`src/design/lpht_pkg.sv`:
```
// Shared types and constants for the linear-probe hash table.
package lpht_pkg;

  localparam int KEY_W = 32;
  localparam int MOD_W = 16;
  localparam int IDX_OUT_W = 4;
  localparam int DIV_CNT_W = 5;
  localparam logic [MOD_W-1:0] MOD_RESET = 16'd13;
  localparam logic [DIV_CNT_W-1:0] KEY_STEPS = 5'd31;

  typedef enum logic [2:0] {
    OUT_FOUND     = 3'd0,
    OUT_ABSENT    = 3'd1,
    OUT_INSERTED  = 3'd2,
    OUT_DUPLICATE = 3'd3,
    OUT_FULL      = 3'd4
  } outcome_t;

  typedef enum logic [2:0] {
    ST_CLEAR,
    ST_IDLE,
    ST_DIV_KEY,
    ST_REDUCE,
    ST_HOME,
    ST_PROBE,
    ST_CHECK
  } state_t;

  // Controller to datapath
  typedef struct packed {
    logic     load_req;
    logic     div_step;
    logic     load_quot;
    logic     set_home;
    logic     rd_en;
    logic     advance;
    logic     clr_wr;
    logic     key_wr;
    logic     post;
    logic     zero_idx;
    outcome_t code;
  } lpht_cmd_t;

  // Datapath to controller
  typedef struct packed {
    logic is_insert;
    logic div_last;
    logic key_match;
    logic slot_empty;
    logic ptr_last;
    logic cnt_last;
    logic out_free;
  } lpht_sts_t;

endpackage

```
`src/design/lpht_ram.sv`:
```
// Generic single-write, single-read RAM with registered read data.
module lpht_ram #(
  parameter int WIDTH = 32,
  parameter int DEPTH = 16
) (
  input  logic                     clk,
  input  logic                     we,
  input  logic [$clog2(DEPTH)-1:0] waddr,
  input  logic [WIDTH-1:0]         wdata,
  input  logic                     re,
  input  logic [$clog2(DEPTH)-1:0] raddr,
  output logic [WIDTH-1:0]         rdata
);

  logic [WIDTH-1:0] mem [DEPTH];

  always_ff @(posedge clk) begin
    if (we) begin
      mem[waddr] <= wdata;
    end
    if (re) begin
      rdata <= mem[raddr];
    end
  end

endmodule

```
`src/design/lpht_datapath.sv`:
```
// Datapath: key and modulus registers, remainder and home-slot units, probe pointer, slot RAM.
module lpht_datapath #(
  parameter int TABLE_SIZE = 16
) (
  input  logic                          clk,
  input  logic                          rst,
  input  logic                          cfg_wr_en,
  input  logic [lpht_pkg::MOD_W-1:0]    cfg_wr_data,
  input  logic                          req_type,
  input  logic [lpht_pkg::KEY_W-1:0]    search_key,
  input  logic                          out_ready,
  output logic                          out_valid,
  output logic [2:0]                    outcome,
  output logic [lpht_pkg::IDX_OUT_W-1:0] slot_index,
  input  lpht_pkg::lpht_cmd_t           cmd,
  output lpht_pkg::lpht_sts_t           sts
);

  localparam int IDX_W = $clog2(TABLE_SIZE);
  // (x * RECIP) >> RED_SHIFT is x / TABLE_SIZE for every 16-bit x
  localparam int RED_SHIFT = lpht_pkg::MOD_W + IDX_W;
  localparam int RECIP_W = lpht_pkg::MOD_W + 1;
  localparam int PROD_W = lpht_pkg::MOD_W + RECIP_W;
  localparam int BACK_W = 2 * lpht_pkg::MOD_W;
  localparam logic [RECIP_W-1:0] RECIP =
    RECIP_W'(((64'd1 << RED_SHIFT) + 64'(TABLE_SIZE) - 64'd1) / 64'(TABLE_SIZE));

  logic [lpht_pkg::MOD_W-1:0]     modulus;
  logic [lpht_pkg::KEY_W-1:0]     key;
  logic                           is_insert;
  logic [lpht_pkg::KEY_W-1:0]     dividend;
  logic [lpht_pkg::MOD_W-1:0]     divisor;
  logic [lpht_pkg::MOD_W-1:0]     rem;
  logic [lpht_pkg::DIV_CNT_W-1:0] div_cnt;
  logic [lpht_pkg::MOD_W-1:0]     quot;
  logic [IDX_W-1:0]               pos;
  logic [IDX_W-1:0]               cnt;
  logic [lpht_pkg::MOD_W:0]       trial;
  logic [lpht_pkg::MOD_W-1:0]     rem_next;
  logic [PROD_W-1:0]              red_prod;
  logic [BACK_W-1:0]              red_back;
  logic [lpht_pkg::MOD_W-1:0]     home_rem;
  logic [IDX_W-1:0]               pos_next;
  logic [lpht_pkg::KEY_W-1:0]     rd_data;
  logic                           ram_we;
  logic [lpht_pkg::KEY_W-1:0]     ram_wdata;

  // Configuration register
  always_ff @(posedge clk) begin
    if (rst) begin
      modulus <= lpht_pkg::MOD_RESET;
    end else if (cfg_wr_en) begin
      modulus <= cfg_wr_data;
    end
  end

  // One restoring remainder step per cycle
  always_comb begin
    trial = {rem, dividend[lpht_pkg::KEY_W-1]};
    if (trial >= {1'b0, divisor}) begin
      rem_next = lpht_pkg::MOD_W'(trial - {1'b0, divisor});
    end else begin
      rem_next = trial[lpht_pkg::MOD_W-1:0];
    end
  end

  // Reduction by the table size: quotient by reciprocal, then subtract back
  assign red_prod = PROD_W'(rem) * PROD_W'(RECIP);
  assign red_back = {{lpht_pkg::MOD_W{1'b0}}, quot} * BACK_W'(TABLE_SIZE);
  assign home_rem = rem - red_back[lpht_pkg::MOD_W-1:0];

  // Wrapping probe pointer
  assign pos_next = (pos == IDX_W'(TABLE_SIZE - 1)) ? '0 : pos + 1'b1;

  // Request capture and remainder unit
  always_ff @(posedge clk) begin
    if (cmd.load_req) begin
      key       <= search_key;
      is_insert <= req_type;
      dividend  <= search_key;
      rem       <= '0;
      divisor   <= (modulus == '0) ? lpht_pkg::MOD_W'(1) : modulus;
      div_cnt   <= lpht_pkg::KEY_STEPS;
    end else if (cmd.load_quot) begin
      quot      <= lpht_pkg::MOD_W'(red_prod >> RED_SHIFT);
    end else if (cmd.div_step) begin
      dividend  <= dividend << 1;
      rem       <= rem_next;
      div_cnt   <= div_cnt - 1'b1;
    end
  end

  // Probe pointer and visit count; pointer also sweeps the clearing pass
  always_ff @(posedge clk) begin
    if (rst) begin
      pos <= '0;
      cnt <= '0;
    end else if (cmd.set_home) begin
      pos <= IDX_W'(home_rem);
      cnt <= '0;
    end else if (cmd.advance) begin
      pos <= pos_next;
      cnt <= cnt + 1'b1;
    end
  end

  // Slot storage
  assign ram_we    = cmd.clr_wr | cmd.key_wr;
  assign ram_wdata = cmd.key_wr ? key : '0;

  lpht_ram #(
    .WIDTH (lpht_pkg::KEY_W),
    .DEPTH (TABLE_SIZE)
  ) u_slots (
    .clk   (clk),
    .we    (ram_we),
    .waddr (pos),
    .wdata (ram_wdata),
    .re    (cmd.rd_en),
    .raddr (pos),
    .rdata (rd_data)
  );

  // Result register
  always_ff @(posedge clk) begin
    if (rst) begin
      out_valid <= 1'b0;
    end else if (cmd.post) begin
      out_valid <= 1'b1;
    end else if (out_ready) begin
      out_valid <= 1'b0;
    end
  end

  always_ff @(posedge clk) begin
    if (cmd.post) begin
      outcome    <= cmd.code;
      slot_index <= cmd.zero_idx ? '0 : lpht_pkg::IDX_OUT_W'(pos);
    end
  end

  // Status
  always_comb begin
    sts.is_insert  = is_insert;
    sts.div_last   = (div_cnt == '0);
    sts.key_match  = (rd_data == key);
    sts.slot_empty = (rd_data == '0);
    sts.ptr_last   = (pos == IDX_W'(TABLE_SIZE - 1));
    sts.cnt_last   = (cnt == IDX_W'(TABLE_SIZE - 1));
    sts.out_free   = !out_valid || out_ready;
  end

endmodule

```
`src/design/lpht_ctrl.sv`:
```
// Controller state machine: clearing pass, remainder pass, home slot, probe walk, result hand-off.
module lpht_ctrl (
  input  logic                clk,
  input  logic                rst,
  input  logic                in_valid,
  output logic                in_ready,
  input  lpht_pkg::lpht_sts_t sts,
  output lpht_pkg::lpht_cmd_t cmd
);

  lpht_pkg::state_t state;
  lpht_pkg::state_t state_next;

  // State register
  always_ff @(posedge clk) begin
    if (rst) begin
      state <= lpht_pkg::ST_CLEAR;
    end else begin
      state <= state_next;
    end
  end

  // Next state
  always_comb begin
    state_next = state;
    case (state)
      lpht_pkg::ST_CLEAR: begin
        if (sts.ptr_last) state_next = lpht_pkg::ST_IDLE;
      end
      lpht_pkg::ST_IDLE: begin
        if (in_valid) state_next = lpht_pkg::ST_DIV_KEY;
      end
      lpht_pkg::ST_DIV_KEY: begin
        if (sts.div_last) state_next = lpht_pkg::ST_REDUCE;
      end
      lpht_pkg::ST_REDUCE: begin
        state_next = lpht_pkg::ST_HOME;
      end
      lpht_pkg::ST_HOME: begin
        state_next = lpht_pkg::ST_PROBE;
      end
      lpht_pkg::ST_PROBE: begin
        state_next = lpht_pkg::ST_CHECK;
      end
      lpht_pkg::ST_CHECK: begin
        if (sts.key_match || sts.slot_empty || sts.cnt_last) begin
          if (sts.out_free) state_next = lpht_pkg::ST_IDLE;
        end else begin
          state_next = lpht_pkg::ST_PROBE;
        end
      end
      default: state_next = lpht_pkg::ST_CLEAR;
    endcase
  end

  // Outputs
  always_comb begin
    cmd      = '0;
    cmd.code = lpht_pkg::OUT_FULL;
    in_ready = 1'b0;
    case (state)
      lpht_pkg::ST_CLEAR: begin
        cmd.clr_wr  = 1'b1;
        cmd.advance = 1'b1;
      end
      lpht_pkg::ST_IDLE: begin
        in_ready     = 1'b1;
        cmd.load_req = in_valid;
      end
      lpht_pkg::ST_DIV_KEY: begin
        cmd.div_step = 1'b1;
      end
      lpht_pkg::ST_REDUCE: begin
        cmd.load_quot = 1'b1;
      end
      lpht_pkg::ST_HOME: begin
        cmd.set_home = 1'b1;
      end
      lpht_pkg::ST_PROBE: begin
        cmd.rd_en = 1'b1;
      end
      lpht_pkg::ST_CHECK: begin
        if (sts.key_match) begin
          // a zero key matches the first empty slot here
          cmd.post = sts.out_free;
          cmd.code = sts.is_insert ? lpht_pkg::OUT_DUPLICATE : lpht_pkg::OUT_FOUND;
        end else if (sts.slot_empty) begin
          cmd.post   = sts.out_free;
          cmd.key_wr = sts.out_free && sts.is_insert;
          cmd.code   = sts.is_insert ? lpht_pkg::OUT_INSERTED : lpht_pkg::OUT_ABSENT;
        end else if (sts.cnt_last) begin
          cmd.post     = sts.out_free;
          cmd.zero_idx = 1'b1;
          cmd.code     = lpht_pkg::OUT_FULL;
        end else begin
          cmd.advance = 1'b1;
        end
      end
      default: begin
        cmd = '0;
      end
    endcase
  end

`ifndef SYNTHESIS
  a_accept_starts_div: assert property (@(posedge clk) disable iff (rst)
    (in_valid && in_ready) |=> (state == lpht_pkg::ST_DIV_KEY))
    else $error("accepted item did not start the remainder pass");

  a_post_returns_idle: assert property (@(posedge clk) disable iff (rst)
    cmd.post |=> (state == lpht_pkg::ST_IDLE))
    else $error("controller did not return to idle after a result");

  a_write_only_empty: assert property (@(posedge clk) disable iff (rst)
    cmd.key_wr |-> (sts.is_insert && sts.slot_empty && !sts.key_match && cmd.post))
    else $error("key written to a slot that is not a free slot for an insert");

  a_full_after_all: assert property (@(posedge clk) disable iff (rst)
    (cmd.post && cmd.code == lpht_pkg::OUT_FULL) |-> sts.cnt_last)
    else $error("full reported before every slot was probed");

  a_no_post_when_busy: assert property (@(posedge clk) disable iff (rst)
    cmd.post |-> sts.out_free)
    else $error("result posted over an untaken result");
`endif

endmodule

```
`src/design/linear_probe_hash_table.sv`:
```
// Linear-probe hash table of nonzero 32-bit keys in TABLE_SIZE slots, zero marking an
// empty slot. After reset a clearing pass writes zero into every slot, one per cycle,
// so in_ready stays low until the pass is done (configuration writes are taken
// throughout). Each item then goes through an accept step, the bit-serial remainder
// by the configured modulus, forming the quotient by TABLE_SIZE with a reciprocal
// multiply, subtracting it back to load the home slot, and a read and a check step per
// probed slot, since the slot RAM has registered read data; between 1 and TABLE_SIZE
// slots are probed, and the last check waits while the previous result is not taken.
// The result sits in an output register, so the next item is accepted while it waits.
module linear_probe_hash_table #(
  parameter int TABLE_SIZE = 16
) (
  input  logic        clk,
  input  logic        rst,
  input  logic        in_valid,
  output logic        in_ready,
  input  logic        req_type,
  input  logic [31:0] search_key,
  output logic        out_valid,
  input  logic        out_ready,
  output logic [2:0]  outcome,
  output logic [3:0]  slot_index,
  input  logic        cfg_wr_en,
  input  logic [15:0] cfg_wr_data
);

  lpht_pkg::lpht_cmd_t cmd;
  lpht_pkg::lpht_sts_t sts;

  // Control
  lpht_ctrl u_ctrl (
    .clk      (clk),
    .rst      (rst),
    .in_valid (in_valid),
    .in_ready (in_ready),
    .sts      (sts),
    .cmd      (cmd)
  );

  // Datapath
  lpht_datapath #(
    .TABLE_SIZE (TABLE_SIZE)
  ) u_datapath (
    .clk         (clk),
    .rst         (rst),
    .cfg_wr_en   (cfg_wr_en),
    .cfg_wr_data (cfg_wr_data),
    .req_type    (req_type),
    .search_key  (search_key),
    .out_ready   (out_ready),
    .out_valid   (out_valid),
    .outcome     (outcome),
    .slot_index  (slot_index),
    .cmd         (cmd),
    .sts         (sts)
  );

endmodule
```
`config.mk`:
```
export PLATFORM = sky130hd
export DESIGN_NAME = linear_probe_hash_table
export DESIGN_NICKNAME = d
export VERILOG_FILES = /design/src/design/lpht_pkg.sv /design/src/design/lpht_ram.sv /design/src/design/lpht_datapath.sv /design/src/design/lpht_ctrl.sv /design/src/design/linear_probe_hash_table.sv
export SDC_FILE = /design/constraint.sdc
export NUM_CORES = 1
export LEC_CHECK = 0
export BUFFER_PORTS_ARGS = -buffer_cell sky130_fd_sc_hd__buf_2
export CORE_MARGIN = 3
export CORE_UTILIZATION = 50
export CTS_CLUSTER_SIZE = 16
export DETAILED_ROUTE_END_ITERATION = 8
export PLACE_DENSITY = 0.66
export SLEW_MARGIN = 10
export SYNTH_ARGS = -nofsm -noshare
export SYNTH_HDL_FRONTEND = slang
export SYNTH_SLANG_ARGS = --single-unit
```
`constraint.sdc`:
```
create_clock -name clk -period 4.6 [get_ports clk]
set_input_delay 0.46 -clock clk [delete_from_list [all_inputs] [get_ports clk]]
set_output_delay 0.46 -clock clk [all_outputs]
set_load 0.02 [all_outputs]
```
==> flow_summary.json <==
{
  "htree_levels": 3,
  "cp_max_fo": 23,
  "syn_nets": 1519,
  "grt_pass1_wl_mm": 90.65,
  "p_leak_nw": 9.913,
  "wirelength_mm": 61.11,
  "crit_chain": "nor4_1, nand2_1, or4_4, a211oi_4, or2_2, nand2_2, nor2_4, buf_4",
  "timing.fmax_ghz": 0.2898,
  "antenna_left": 0,
  "ys_ff_latch": 681,
  "io_buffer_count": 62,
  "r2r_start": "u_datapath.u_slots.rdata[24]",
  "seq_area_frac_synth_pct": 73.65,
  "die_area_um2": 57030,
  "synth_top_area_share_pct": 70.03,
  "power.total_mw": 17.84,
  "final_nets": 1605,
  "cp_slowest_cell": "nor2_4",
  "reg2reg_to": "u_datapath.u_slots.mem[10][22]",
  "fin_util_pct": 57.58,
  "critPathCaptureType": "flop",
  "rows": 84,
  "hp-class": "primary input to flop",
  "fin_skew_ps": 22.16,
  "synth-simple-area-share_pct": 5.370,
  "clk_pin_slew_ps": 60,
  "drtIter0Drc": 1397,
  "startpoint": "u_datapath.u_slots.rdata[24]",
  "yosysWarnings": 0,
  "critical_path_buf_inv_count": 1,
  "cts_buffer_depth": 3,
  "die_w_um": 238.8,
  "max_stage_delay_ps": 670,
  "placed_area_um2": 28350,
  "finalSetupViolations": 0,
  "cts_tree": "done",
  "antenna_found_initial": 0,
  "avgSynthCellArea_um2": 18.79,
  "syn2layout_area_growth_pct": 12.77,
  "met3_usage_pct": 6.080,
  "required_ps": 4900,
  "die_y_um": 238.8,
  "crit_type": "flop to flop",
  "wl_per_cell_um": 26.92,
  "cts_resized": 0,
  "hold_ws_ps": 48.22,
  "synth_top_cell_by_area": "edfxtp_1",
  "cts_sinks": 681,
  "via_count": 13720,
  "grt_max_degree": 132,
  "grt-ovfl-total": 0,
  "worst_slew_pin_slew_ps": 1110,
  "path_depth": 8,
  "worstSetupEndpoint": "u_datapath.u_slots.mem[10][22]",
  "status": "complete, no violations",
  "cp_top_family": "simple AND/OR/NAND/NOR gates",
  "post-cts-setup-buffers": 0,
  "synth_area_leaders": "edfxtp_1, mux4_2, dfxtp_1, nand2_1, xnor2_1",
  "synth-async-reset-ratio_pct": 0,
  "timing_hold_violations_final": 0,
  "track_usage_pct": 21.96,
  "synth_edf_count": 632,
  "start_util_pct": 51.06,
  "design_area_um2": 30560,
  "yosys.cell_types.count": 59,
  "peakVddDrop_v": 0.0004314,
  "synth_compound_area_share_pct": 2.655,
  "r2r_cells": 8,
  "fin_crit_ps": 3451,
  "cts_root_buf": "clkbuf_16",
  "grt_pass1_vias": 13700,
  "top_usage_layer": "met1",
  "synthXorXnorAreaFrac_pct": 1.487,
  "netlist_instances": 1442,
  "cp.arrival_ps": 3750,
  "dp_hpwl_mm": 38.45,
  "synth_fa_ha_area_share_pct": 1.090,
  "syn-cell-area_um2": 27100,
  "ios": 63,
  "core_um2": 53080,
  "powerDensity_nw_per_um2": 583.9,
  "grt_util_met1_pct": 32.86,
  "synthMuxAreaShare_pct": 14.22,
  "r2r_slack_ps": 1150,
  "rsz0062_at_grt": "no",
  "ys.flop_type": "edfxtp_1",
  "use_met2_pct": 32.21,
  "tns_ps": 0,
  "cts_buffers": 70,
  "max_cap_viol_count": 0,
  "min_period_over_period_pct": 75.02,
  "critPathLaunchType": "flop",
  "drive_gt1_share_pct": 24.67,
  "dr.pass1.iters": 5,
  "synth_top_family_by_area": "multiplexers",
  "avgViaCountPerCell": 6.043,
  "drc_errors": 0,
  "slew-limit-headroom_pct": 26.02,
  "cts_hold_buf": 0,
  "clk_latency_ps": 610,
  "finalMaxSlewViolations": 0,
  "gp_congestion": 0.8371
}
[registers in the layout, summed over array words and instances, names as in the netlist, 5 cells and up]
register,cells
u_datapath.key,32
u_datapath.dividend,32
u_datapath.u_slots.mem,512
u_datapath.u_slots.rdata,32
u_datapath.modulus,16
u_datapath.divisor,16
u_datapath.div_cnt,5
u_datapath.rem,16
[cell usage after synthesis, types with 6 or more instances]
cell type / count
nor2b_1: 13
xor2_1: 6
nand4_1: 10
ha_1: 22
mux2i_1: 25
xnor2_1: 40
nand3_1: 15
nor2_1: 39
and3_1: 7
and2_1: 38
mux4_2: 160
a211oi_1: 6
nor4_1: 12
nor3_1: 7
dfxtp_1: 49
a21oi_1: 26
o21ai_0: 29
buf_1: 7
edfxtp_1: 632
nand2_1: 127
clkbuf_1: 59
buf_2: 13
inv_1: 25
[routing by layer]
metal	vias to the layer above	part of all wire, %	routed length (µm)
li1	5915	-	-
met1	7143	43	26330
met2	557	45	27770
met3	102	9.2	5645
met4	0	2.2	1369
met5	-	0	0
[stage by stage]
stage               cells  setup WS (ps)
floorplan            1442          889.6
CTS                  2269           1100
finish               2270           1149
detailed placement   2144           1100
global placement     2144           1133
global route         2269          918.0
[placed cells by master (no fill, tap or decap), types with 29 or more instances in the layout]
cell and instances:
edfxtp_1 632, mux4_2 160, nand2_1 126, clkbuf_16 74
buf_2 62, dfxtp_1 46, xnor2_1 40, and2_1 37
o21ai_0 29, buf_4 29
[power by group]
part	total, mW	switching (mW)	internal [mW]
Combinational	4.26	2.47	1.79
Sequential	8.15	0.373	7.78
Clock	5.44	2.28	3.15
[how the worst min path moves through the flow]
stage	startpoint	endpoint	depth (start not counted)
floorplan	u_datapath.cnt[3]	u_datapath.cnt[3]	2
global placement	u_datapath.modulus[3]	u_datapath.divisor[3]	0
detailed placement	u_datapath.modulus[3]	u_datapath.divisor[3]	0
CTS	search_key[7]	u_datapath.key[7]	1
global route	req_type	u_datapath.is_insert	1
finish	search_key[7]	u_datapath.key[7]	1
[kinds of logic after synthesis]
| family | count (synthesis) |
|---|---|
| xor+xnor | 46 |
| fa+ha+maj | 23 |
| flops | 681 |
| mux | 185 |
| buf+inv | 106 |
| compound gates | 105 |
| simple gates | 296 |
[layout make-up]
type,count,area [µm²]
clock inverter,36,266.5
sequential,681,19970
tap,688,860.8
clock buffer,89,1938
timing repair buffer,93,568.0
fill,3921,22520
multi-input combinational,655,6853
antenna,1,2.502
inverter,27,102.6
[worst reg2reg max path, delay by kind of cell, from the launching register on]
family	cells	cell delay (ps)
simple gates	6	2140
flops	1	420
buf+inv	1	350
compound gates	1	240
Note: power is estimated with default switching activity, not from simulation.
